[src/design/assert_macros.svh]
// ----------------------------------------------------------------------------
// Assertion macros
// Shared concurrent assertion forms, clocked on clk and disabled in reset.
// ----------------------------------------------------------------------------
`ifndef ASSERT_MACROS_SVH
`define ASSERT_MACROS_SVH

// A property that must hold at every clock edge outside reset.
`define ASSERT_CLK(label, prop, msg) \
  label: assert property (@(posedge clk) disable iff (rst) prop) else $error(msg);

// A condition that must never be true at a clock edge outside reset.
`define ASSERT_NEVER(label, cond, msg) \
  label: assert property (@(posedge clk) disable iff (rst) !(cond)) else $error(msg);

`endif

[src/design/sgssc_pkg.sv]
// ----------------------------------------------------------------------------
// Standby generator start/stop control package
// Configuration layout, register indexes, result codes and fixed tick values.
// ----------------------------------------------------------------------------
package sgssc_pkg;

  localparam logic [31:0] TICK_MAX              = 32'hFFFF_FFFF;
  localparam logic [31:0] START_GUARD_TICKS     = 32'd15;
  localparam logic [31:0] STOP_RESTART_TICK     = 32'd20;
  localparam logic [31:0] EXERCISE_RESTART_TICK = 32'd21;
  localparam logic [3:0]  ATTEMPT_CAP           = 4'd14;

  localparam logic [31:0] RST_EXERCISE_START = 32'd604800;
  localparam logic [31:0] RST_EXERCISE_END   = 32'd606000;
  localparam logic [14:0] RST_RUN_DEBOUNCE   = 15'd5;
  localparam logic [14:0] RST_REQ_DEBOUNCE   = 15'd5;
  localparam logic [15:0] RST_COOLDOWN       = 16'd300;
  localparam logic [15:0] RST_RESTART_GAP    = 16'd60;
  localparam logic [3:0]  RST_ATTEMPT_LIMIT  = 4'd2;

  typedef enum logic [2:0] {
    REG_EXERCISE_START = 3'd0,
    REG_EXERCISE_END   = 3'd1,
    REG_RUN_DEBOUNCE   = 3'd2,
    REG_REQ_DEBOUNCE   = 3'd3,
    REG_COOLDOWN       = 3'd4,
    REG_RESTART_GAP    = 3'd5,
    REG_ATTEMPT_LIMIT  = 3'd6
  } cfg_index_t;

  typedef enum logic [1:0] {
    RELAY_NONE  = 2'd0,
    RELAY_START = 2'd1,
    RELAY_STOP  = 2'd2
  } relay_t;

  typedef enum logic [2:0] {
    REQ_EV_NONE           = 3'd0,
    REQ_EV_EXERCISE_START = 3'd1,
    REQ_EV_EXERCISE_END   = 3'd2,
    REQ_EV_POWER_FAIL     = 3'd3,
    REQ_EV_POWER_RESTORED = 3'd4
  } req_event_t;

  // The attempt limit is held already clamped to the cap.
  typedef struct packed {
    logic [31:0] exercise_start_tick;
    logic [31:0] exercise_end_tick;
    logic [14:0] running_debounce;
    logic [14:0] request_debounce;
    logic [15:0] cooldown_length;
    logic [15:0] restart_gap;
    logic [3:0]  attempt_limit;
  } cfg_t;

endpackage

[src/design/standby_generator_start_stop_control_core.sv]
// ----------------------------------------------------------------------------
// Standby generator start/stop control core
// Debounces the generator and power request, runs the exercise window and
// commands start and stop pulses, one control tick per request.
// ----------------------------------------------------------------------------
// One tick request is taken in every clock cycle and its result appears in the
// output register on the following cycle. The whole tick update is a single
// pass of logic from the controller state to that register, so the input
// stalls only while the output register holds a result that has not been
// taken. Configuration writes are always accepted and take effect on the next
// cycle; they are meant to be made while no tick is in flight.
module standby_generator_start_stop_control_core
  import sgssc_pkg::*;
(
  input  logic        clk,
  input  logic        rst,
  input  logic        in_valid,
  output logic        in_ready,
  input  logic        exerciser_selected,
  input  logic        running_sense,
  input  logic        line_failed,
  output logic        out_valid,
  input  logic        out_ready,
  output logic [1:0]  relay_command,
  output logic        running_event,
  output logic [2:0]  request_event,
  output logic        start_failed_event,
  output logic        failure_mode,
  output logic        led_cooldown,
  output logic        led_running,
  output logic        led_request,
  input  logic        cfg_valid,
  output logic        cfg_ready,
  input  logic [2:0]  cfg_index,
  input  logic [31:0] cfg_data
);

`include "assert_macros.svh"

  cfg_t cfg;

  logic [31:0] tick_count, tick_count_next;
  logic        exerciser_on, exerciser_on_next;
  logic        gen_running, gen_running_next;
  logic [15:0] running_stable_count, running_stable_count_next;
  logic        power_requested, power_requested_next;
  logic [14:0] request_stable_count, request_stable_count_next;
  logic        forced_exercise, forced_exercise_next;
  logic        started_by_exercise, started_by_exercise_next;
  logic [15:0] cooldown_count, cooldown_count_next;
  logic [15:0] start_wait_count, start_wait_count_next;
  logic [3:0]  attempt_count, attempt_count_next;
  logic [2:0]  led_levels, led_levels_next;

  logic        in_fire;
  logic        locked;
  logic        req_now;
  logic [15:0] cooldown_inc;
  logic [15:0] wait_inc;
  logic [3:0]  attempt_step;

  relay_t      relay_next;
  req_event_t  req_event_next;
  logic        run_event_next;
  logic        fail_event_next;
  logic        failure_mode_next;

  assign cfg_ready = 1'b1;
  assign in_ready  = !out_valid || out_ready;
  assign in_fire   = in_valid && in_ready;
  assign locked    = attempt_count > cfg.attempt_limit;

  sgssc_cfg u_cfg (
    .clk       (clk),
    .rst       (rst),
    .cfg_write (cfg_valid && cfg_ready),
    .cfg_index (cfg_index),
    .cfg_data  (cfg_data),
    .cfg       (cfg)
  );

  always_comb begin
    exerciser_on_next         = exerciser_on;
    gen_running_next          = gen_running;
    running_stable_count_next = running_stable_count;
    power_requested_next      = power_requested;
    request_stable_count_next = request_stable_count;
    forced_exercise_next      = forced_exercise;
    started_by_exercise_next  = started_by_exercise;
    cooldown_count_next       = cooldown_count;
    start_wait_count_next     = start_wait_count;
    attempt_count_next        = attempt_count;
    led_levels_next           = led_levels;
    relay_next                = RELAY_NONE;
    req_event_next            = REQ_EV_NONE;
    run_event_next            = 1'b0;
    fail_event_next           = 1'b0;
    failure_mode_next         = 1'b0;
    req_now                   = line_failed || forced_exercise;
    cooldown_inc              = cooldown_count + 16'd1;
    wait_inc                  = start_wait_count + 16'd1;
    attempt_step              = attempt_count;

    tick_count_next = (tick_count == TICK_MAX) ? tick_count : tick_count + 32'd1;

    if (locked) begin
      led_levels_next   = '0;
      failure_mode_next = 1'b1;
    end else begin
      if (!exerciser_on && exerciser_selected) begin
        tick_count_next = EXERCISE_RESTART_TICK;
      end
      exerciser_on_next = exerciser_selected;

      if (running_sense != gen_running) begin
        if (running_stable_count > {1'b0, cfg.running_debounce}) begin
          gen_running_next = running_sense;
          if (running_sense) begin
            run_event_next = 1'b1;
          end else if (!power_requested) begin
            tick_count_next = STOP_RESTART_TICK;
          end
          running_stable_count_next = '0;
        end else begin
          running_stable_count_next = running_stable_count + 16'd1;
        end
      end else begin
        running_stable_count_next = '0;
      end

      if (req_now != power_requested) begin
        if (request_stable_count >= cfg.request_debounce) begin
          power_requested_next = req_now;
          if (forced_exercise || started_by_exercise) begin
            req_event_next           = req_now ? REQ_EV_EXERCISE_START : REQ_EV_EXERCISE_END;
            started_by_exercise_next = req_now;
          end else begin
            req_event_next = req_now ? REQ_EV_POWER_FAIL : REQ_EV_POWER_RESTORED;
          end
          request_stable_count_next = '0;
        end else begin
          request_stable_count_next = request_stable_count + 15'd1;
        end
      end else begin
        request_stable_count_next = '0;
      end

      led_levels_next[0] = (cooldown_count != '0) ? ~led_levels[0] : 1'b0;
      led_levels_next[1] = (running_stable_count_next != '0) ? ~led_levels[1]
                                                             : gen_running_next;
      led_levels_next[2] = (request_stable_count_next != '0) ? ~led_levels[2]
                                                             : power_requested_next;

      forced_exercise_next = exerciser_on_next &&
                             (tick_count_next >= cfg.exercise_start_tick) &&
                             (tick_count_next <= cfg.exercise_end_tick);

      if (gen_running_next) begin
        start_wait_count_next = '0;
        attempt_count_next    = '0;
        if (power_requested_next) begin
          cooldown_count_next = '0;
        end else if (cooldown_inc >= cfg.cooldown_length) begin
          relay_next          = RELAY_STOP;
          cooldown_count_next = '0;
        end else begin
          cooldown_count_next = cooldown_inc;
        end
      end else begin
        cooldown_count_next = '0;
        if (power_requested_next && (tick_count_next > START_GUARD_TICKS)) begin
          if (start_wait_count == '0) begin
            relay_next   = RELAY_START;
            attempt_step = attempt_count + 4'd1;
          end
          start_wait_count_next = wait_inc;
          attempt_count_next    = attempt_step;
          if ((wait_inc > cfg.restart_gap) && (attempt_step <= cfg.attempt_limit)) begin
            if (attempt_step == cfg.attempt_limit) begin
              fail_event_next    = 1'b1;
              attempt_count_next = attempt_step + 4'd1;
            end else begin
              start_wait_count_next = '0;
            end
          end
        end else begin
          start_wait_count_next = '0;
          attempt_count_next    = '0;
        end
      end

      failure_mode_next = attempt_count_next > cfg.attempt_limit;
    end
  end

  always_ff @(posedge clk) begin
    if (rst) begin
      tick_count           <= '0;
      exerciser_on         <= 1'b0;
      gen_running          <= 1'b0;
      running_stable_count <= '0;
      power_requested      <= 1'b0;
      request_stable_count <= '0;
      forced_exercise      <= 1'b0;
      started_by_exercise  <= 1'b0;
      cooldown_count       <= '0;
      start_wait_count     <= '0;
      attempt_count        <= '0;
      led_levels           <= '0;
    end else if (in_fire) begin
      tick_count           <= tick_count_next;
      exerciser_on         <= exerciser_on_next;
      gen_running          <= gen_running_next;
      running_stable_count <= running_stable_count_next;
      power_requested      <= power_requested_next;
      request_stable_count <= request_stable_count_next;
      forced_exercise      <= forced_exercise_next;
      started_by_exercise  <= started_by_exercise_next;
      cooldown_count       <= cooldown_count_next;
      start_wait_count     <= start_wait_count_next;
      attempt_count        <= attempt_count_next;
      led_levels           <= led_levels_next;
    end
  end

  always_ff @(posedge clk) begin
    if (rst) begin
      out_valid <= 1'b0;
    end else if (in_fire) begin
      out_valid <= 1'b1;
    end else if (out_ready) begin
      out_valid <= 1'b0;
    end
  end

  always_ff @(posedge clk) begin
    if (in_fire) begin
      relay_command      <= relay_next;
      running_event      <= run_event_next;
      request_event      <= req_event_next;
      start_failed_event <= fail_event_next;
      failure_mode       <= failure_mode_next;
      led_cooldown       <= led_levels_next[0];
      led_running        <= led_levels_next[1];
      led_request        <= led_levels_next[2];
    end
  end

  `ASSERT_CLK(a_lock_holds, (locked && !cfg_valid) |=> locked, "Failure lock released without a configuration write")
  `ASSERT_NEVER(a_fail_ev_mode, out_valid && start_failed_event && !failure_mode, "Start failure reported outside failure mode")
  `ASSERT_NEVER(a_start_running, out_valid && (relay_command == RELAY_START) && gen_running, "Start pulse commanded while the generator is running")
  `ASSERT_CLK(a_locked_quiet, (in_fire && locked) |=> (relay_command == RELAY_NONE) && failure_mode, "Locked tick produced a relay command")

endmodule

[src/design/sgssc_cfg.sv]
// ----------------------------------------------------------------------------
// Configuration registers
// Decodes register writes and holds the settings, clamping the attempt limit.
// ----------------------------------------------------------------------------
module sgssc_cfg
  import sgssc_pkg::*;
(
  input  logic        clk,
  input  logic        rst,
  input  logic        cfg_write,
  input  logic [2:0]  cfg_index,
  input  logic [31:0] cfg_data,
  output cfg_t        cfg
);

  cfg_t cfg_next;

  always_comb begin
    cfg_next = cfg;
    if (cfg_write) begin
      case (cfg_index_t'(cfg_index))
        REG_EXERCISE_START: cfg_next.exercise_start_tick = cfg_data;
        REG_EXERCISE_END:   cfg_next.exercise_end_tick   = cfg_data;
        REG_RUN_DEBOUNCE:   cfg_next.running_debounce    = cfg_data[14:0];
        REG_REQ_DEBOUNCE:   cfg_next.request_debounce    = cfg_data[14:0];
        REG_COOLDOWN:       cfg_next.cooldown_length     = cfg_data[15:0];
        REG_RESTART_GAP:    cfg_next.restart_gap         = cfg_data[15:0];
        REG_ATTEMPT_LIMIT: begin
          cfg_next.attempt_limit = (cfg_data[3:0] > ATTEMPT_CAP) ? ATTEMPT_CAP : cfg_data[3:0];
        end
        default: ;
      endcase
    end
  end

  always_ff @(posedge clk) begin
    if (rst) begin
      cfg.exercise_start_tick <= RST_EXERCISE_START;
      cfg.exercise_end_tick   <= RST_EXERCISE_END;
      cfg.running_debounce    <= RST_RUN_DEBOUNCE;
      cfg.request_debounce    <= RST_REQ_DEBOUNCE;
      cfg.cooldown_length     <= RST_COOLDOWN;
      cfg.restart_gap         <= RST_RESTART_GAP;
      cfg.attempt_limit       <= RST_ATTEMPT_LIMIT;
    end else begin
      cfg <= cfg_next;
    end
  end

endmodule

[config.mk]
export PLATFORM = sky130hd
export DESIGN_NAME = standby_generator_start_stop_control_core
export DESIGN_NICKNAME = d
export VERILOG_FILES = /design/src/design/sgssc_pkg.sv /design/src/design/standby_generator_start_stop_control_core.sv /design/src/design/sgssc_cfg.sv
export VERILOG_INCLUDE_DIRS = /design/src /design/src/design
export SDC_FILE = /design/constraint.sdc
export NUM_CORES = 1
export LEC_CHECK = 0
export ABC_AREA = 1
export BUFFER_PORTS_ARGS = -buffer_cell sky130_fd_sc_hd__clkbuf_2
export CAP_MARGIN = 20
export CORE_MARGIN = 2
export CORE_UTILIZATION = 50
export DETAILED_ROUTE_END_ITERATION = 12
export PLACE_DENSITY = 0.67
export SETUP_SLACK_MARGIN = 0.5
export SYNTH_ARGS = -nofsm -noshare
export SYNTH_HDL_FRONTEND = slang
export SYNTH_SLANG_ARGS = --single-unit
[constraint.sdc]
create_clock -name clk -period 11.28 [get_ports clk]
set_clock_uncertainty 0.2 [all_clocks]
set_input_delay 2.256 -clock clk [delete_from_list [all_inputs] [get_ports clk]]
set_output_delay 2.256 -clock clk [all_outputs]
set_load 0.01 [all_outputs]
==> out/metrics.yaml <==
initial_utilization_pct: 50.8
syn-mean-instance-area_sq_um: 7.06
grt_pass1_vias: 12514
ys_ff_latch: 249
tightest_slew_ns: 1.02
net-switching-power_w: 0.000719
p_per_area_mw_per_mm2: 145
endpoint_kind: "flip-flop"
insertedDiodeCount: 0
outcome: "complete, no violations"
setup_viol: 0
slew_violations: 0
min_path_cells: 2
synthToLayoutAreaGrowth_pct: 10.1
syn_area_sq_mm: 0.0151
rsz0062_at_grt: "false"
yosysTopAreaCell: "dfxtp_1"
synth_top_area_share_pct: 31.6
synthTopCellsByCount: "410 x nand2_1, 300 x inv_1, 256 x a21oi_1"
cpPeakStageDelay_ns: 0.63
crit_family: "simple AND/OR/NAND/NOR gates"
drive_above_1_share_pct: 7.31
nets: 2341
hp-class: "flip-flop to flip-flop"
drcViolationCount: 0
clock-sinks: 249
cts_max_path_buffers: 3
clk_pin_slew_ns: 0.06
reg2reg_depth: 27
wirelength_mm: 39.9
startpoint_type: "input port"
worst_ep_arrival_time_ns: 5.59
overflow: 0
cts.repair.resized: 0
slew-limit-headroom_pct: 32.0
r2r_slack_ns: 6.34
design.die.area_sq_mm: 0.0315
antenna_found_initial: 0
yosysMostFrequentCell: "nand2_1"
worstHoldEndpoint: "u_cfg.cfg[119]$_SDFFE_PP0P_"
rows: 63
cp.required_ns: 11.37
period_minus_slack_ns: 5.50
async_flop_share_pct: 0
p_leak_nw: 7.53
dr.first_iter.drc_count: 933
ir_drop_mv: 0.143
pin_count: 57
ant_nets: 0
core-area_sq_mm: 0.0296
r2r-start: "start_wait_count[0]$_SDFFE_PP0P_"
path_buf_inv: 3
grt_max_degree: 116
post-route-period-util_pct: 48.7
dp_hpwl_mm: 29.2
tritoncts: "built"
cp_common_cell: "nand2_1"
hold_viol: 0
dieHeight_microns: 178
routedWlPerCell_microns: 15.6
path_max_fanout: 20
synth-edff-count: 11
insertion_delay_ns: 0.57
first_pass_iters: 5
ys_seq_area_share_pct: 33.8
fp.dieW_microns: 178
hp-start: "u_cfg.cfg[119]$_SDFFE_PP0P_"
worstPathCellList: "clkbuf_2 > nor3_1 > nand3_1 > nand2_2 > a21oi_1 > nor3_1 > nand3_2 > nand2_1 > nor2_2 > nand2_1 > inv_1 > ha_1 > inv_1 > nor2_1 > o211ai_1 > nand2_1 > nand2_1 > nand2_1"
slowest_stage: "nand3_1"
grtUsageTotal_pct: 25.3
p_seq_share_pct: 40.7
p_clk_share_pct: 41.1
netlist_top_cells_area: "dfxtp_1 32%, ha_1 12%, nand2_1 10%"
totalNegativeSetupSlack_ns: 0
port_buffers: 55
cts_buffers: 29
whs_ns: 0.260
design_area_sq_mm: 0.0166
dpl-instance-area_sq_mm: 0.0156
finalPower_w: 0.00240
crit_type: "input port to flip-flop"
yosysWarningCount: 0
post_cts_buffers: 0
synthCells: 2133
num_vias: 13650
hold_buffers: 0
htreeDepth: 1
synthFlopType: "dfxtp_1"
place_congestion: 0.917
max_freq_mhz: 182
timing.rr.end: "failure_mode$_SDFFCE_PP1P_"
switching_share_pct: 29.9
power_frac_comb_pct: 18.1
p_int_w: 0.00168
netlist-cell-type-count: 56
synth_nets: 2321
vias_per_cell: 5.32
maxCapViolCount: 0
root_buffer: "clkbuf_16"
grt_first_pass_wirelength_mm: 64.1
## final cells by class
| cell class | instances | area (sq um) |
|---|---|---|
| Clock buffer | 41 | 832 |
| Clock inverter | 12 | 173 |
| Fill cell | 2932 | 13000 |
| Inverter | 304 | 1140 |
| Multi-Input combinational cell | 1503 | 8480 |
| Sequential cell | 249 | 5090 |
| Tap cell | 390 | 488 |
| Timing Repair Buffer | 66 | 378 |
## tightest hold or removal path: stages, from the launching register on
cell	delay, ns
dfxtp_1	0.29
inv_1	0.06
a21oi_1	0.06
## flip-flops by register name, indices dropped and copies added, names as in the netlist, 2 cells and up
name / flops
cooldown_count: 16
attempt_count: 4
relay_command: 2
tick_count: 32
u_cfg.cfg: 130
start_wait_count: 16
led_levels: 3
request_event: 3
request_stable_count: 15
running_stable_count: 16
## cell usage in the layout (no fill, tap or decap), types with 11 or more instances in the layout
cell type / netlist / layout
a21oi_1: 256 / 256
clkbuf_16: 0 / 30
clkbuf_2: 0 / 55
dfxtp_1: 238 / 238
edfxtp_1: 11 / 11
ha_1: 145 / 145
inv_1: 300 / 299
nand2_1: 410 / 410
nand3_1: 93 / 93
nand4_1: 33 / 33
nor2_1: 188 / 187
nor2_2: 11 / 11
nor3_1: 24 / 24
nor4_1: 12 / 12
o211ai_1: 37 / 37
o21ai_0: 161 / 161
or2_2: 11 / 11
xor2_1: 54 / 54
## metrics by stage
stage,cells,worst slack (ns),util (%)
2_1_floorplan,2133,6.43,-
3_3_place_gp,2511,5.48,52.5
3_5_place_dp,2512,5.34,52.6
4_1_cts,2565,5.90,56.0
5_1_grt,2565,5.55,56.0
6_report,2565,5.78,56.0
## power by group through the flow
stage,clock network [W],logic (W),registers [W]
2_1_floorplan,0,0.000313,0.000990
3_3_place_gp,0,0.000422,0.000995
3_5_place_dp,0,0.000434,0.000996
4_1_cts,0.00101,0.000437,0.000978
5_1_grt,0.00105,0.000499,0.000985
6_report,0.000989,0.000436,0.000979
## worst max-delay path by stage
stage	slack, ns	end	start	depth (start not counted)
after detailed placement	5.34	failure_mode$_SDFFCE_PP1P_	running_sense	18
after global routing	5.55	failure_mode$_SDFFCE_PP1P_	running_sense	18
after global placement	5.48	failure_mode$_SDFFCE_PP1P_	running_sense	18
after floorplan	6.43	in_ready	out_ready	2
after CTS	5.90	failure_mode$_SDFFCE_PP1P_	running_sense	18
final	5.78	failure_mode$_SDFFCE_PP1P_	running_sense	18
## per-layer routing
layer / vias up / GRT usage [%] / wire, microns
met3: 59 / 3.11 / 1950
met4: 0 / 7.75 / 1150
met1: 6205 / 33.4 / 18000
met2: 316 / 42.9 / 18800
met5: - / 0 / 0
li1: 7070 / - / -
## kinds of logic after synthesis
| family | synth area share (%) |
|---|---|
| and+or+nand+nor | 22.9 |
| other | 0.0249 |
| muxes | 0.0664 |
| AOI/OAI and AO/OA | 17.4 |
| DFF | 33.8 |
| buffers and inverters | 9.96 |
| adders and majority gates | 12.0 |
| xor gates and xnor gates | 3.72 |
(Power assumes the default switching activity.)
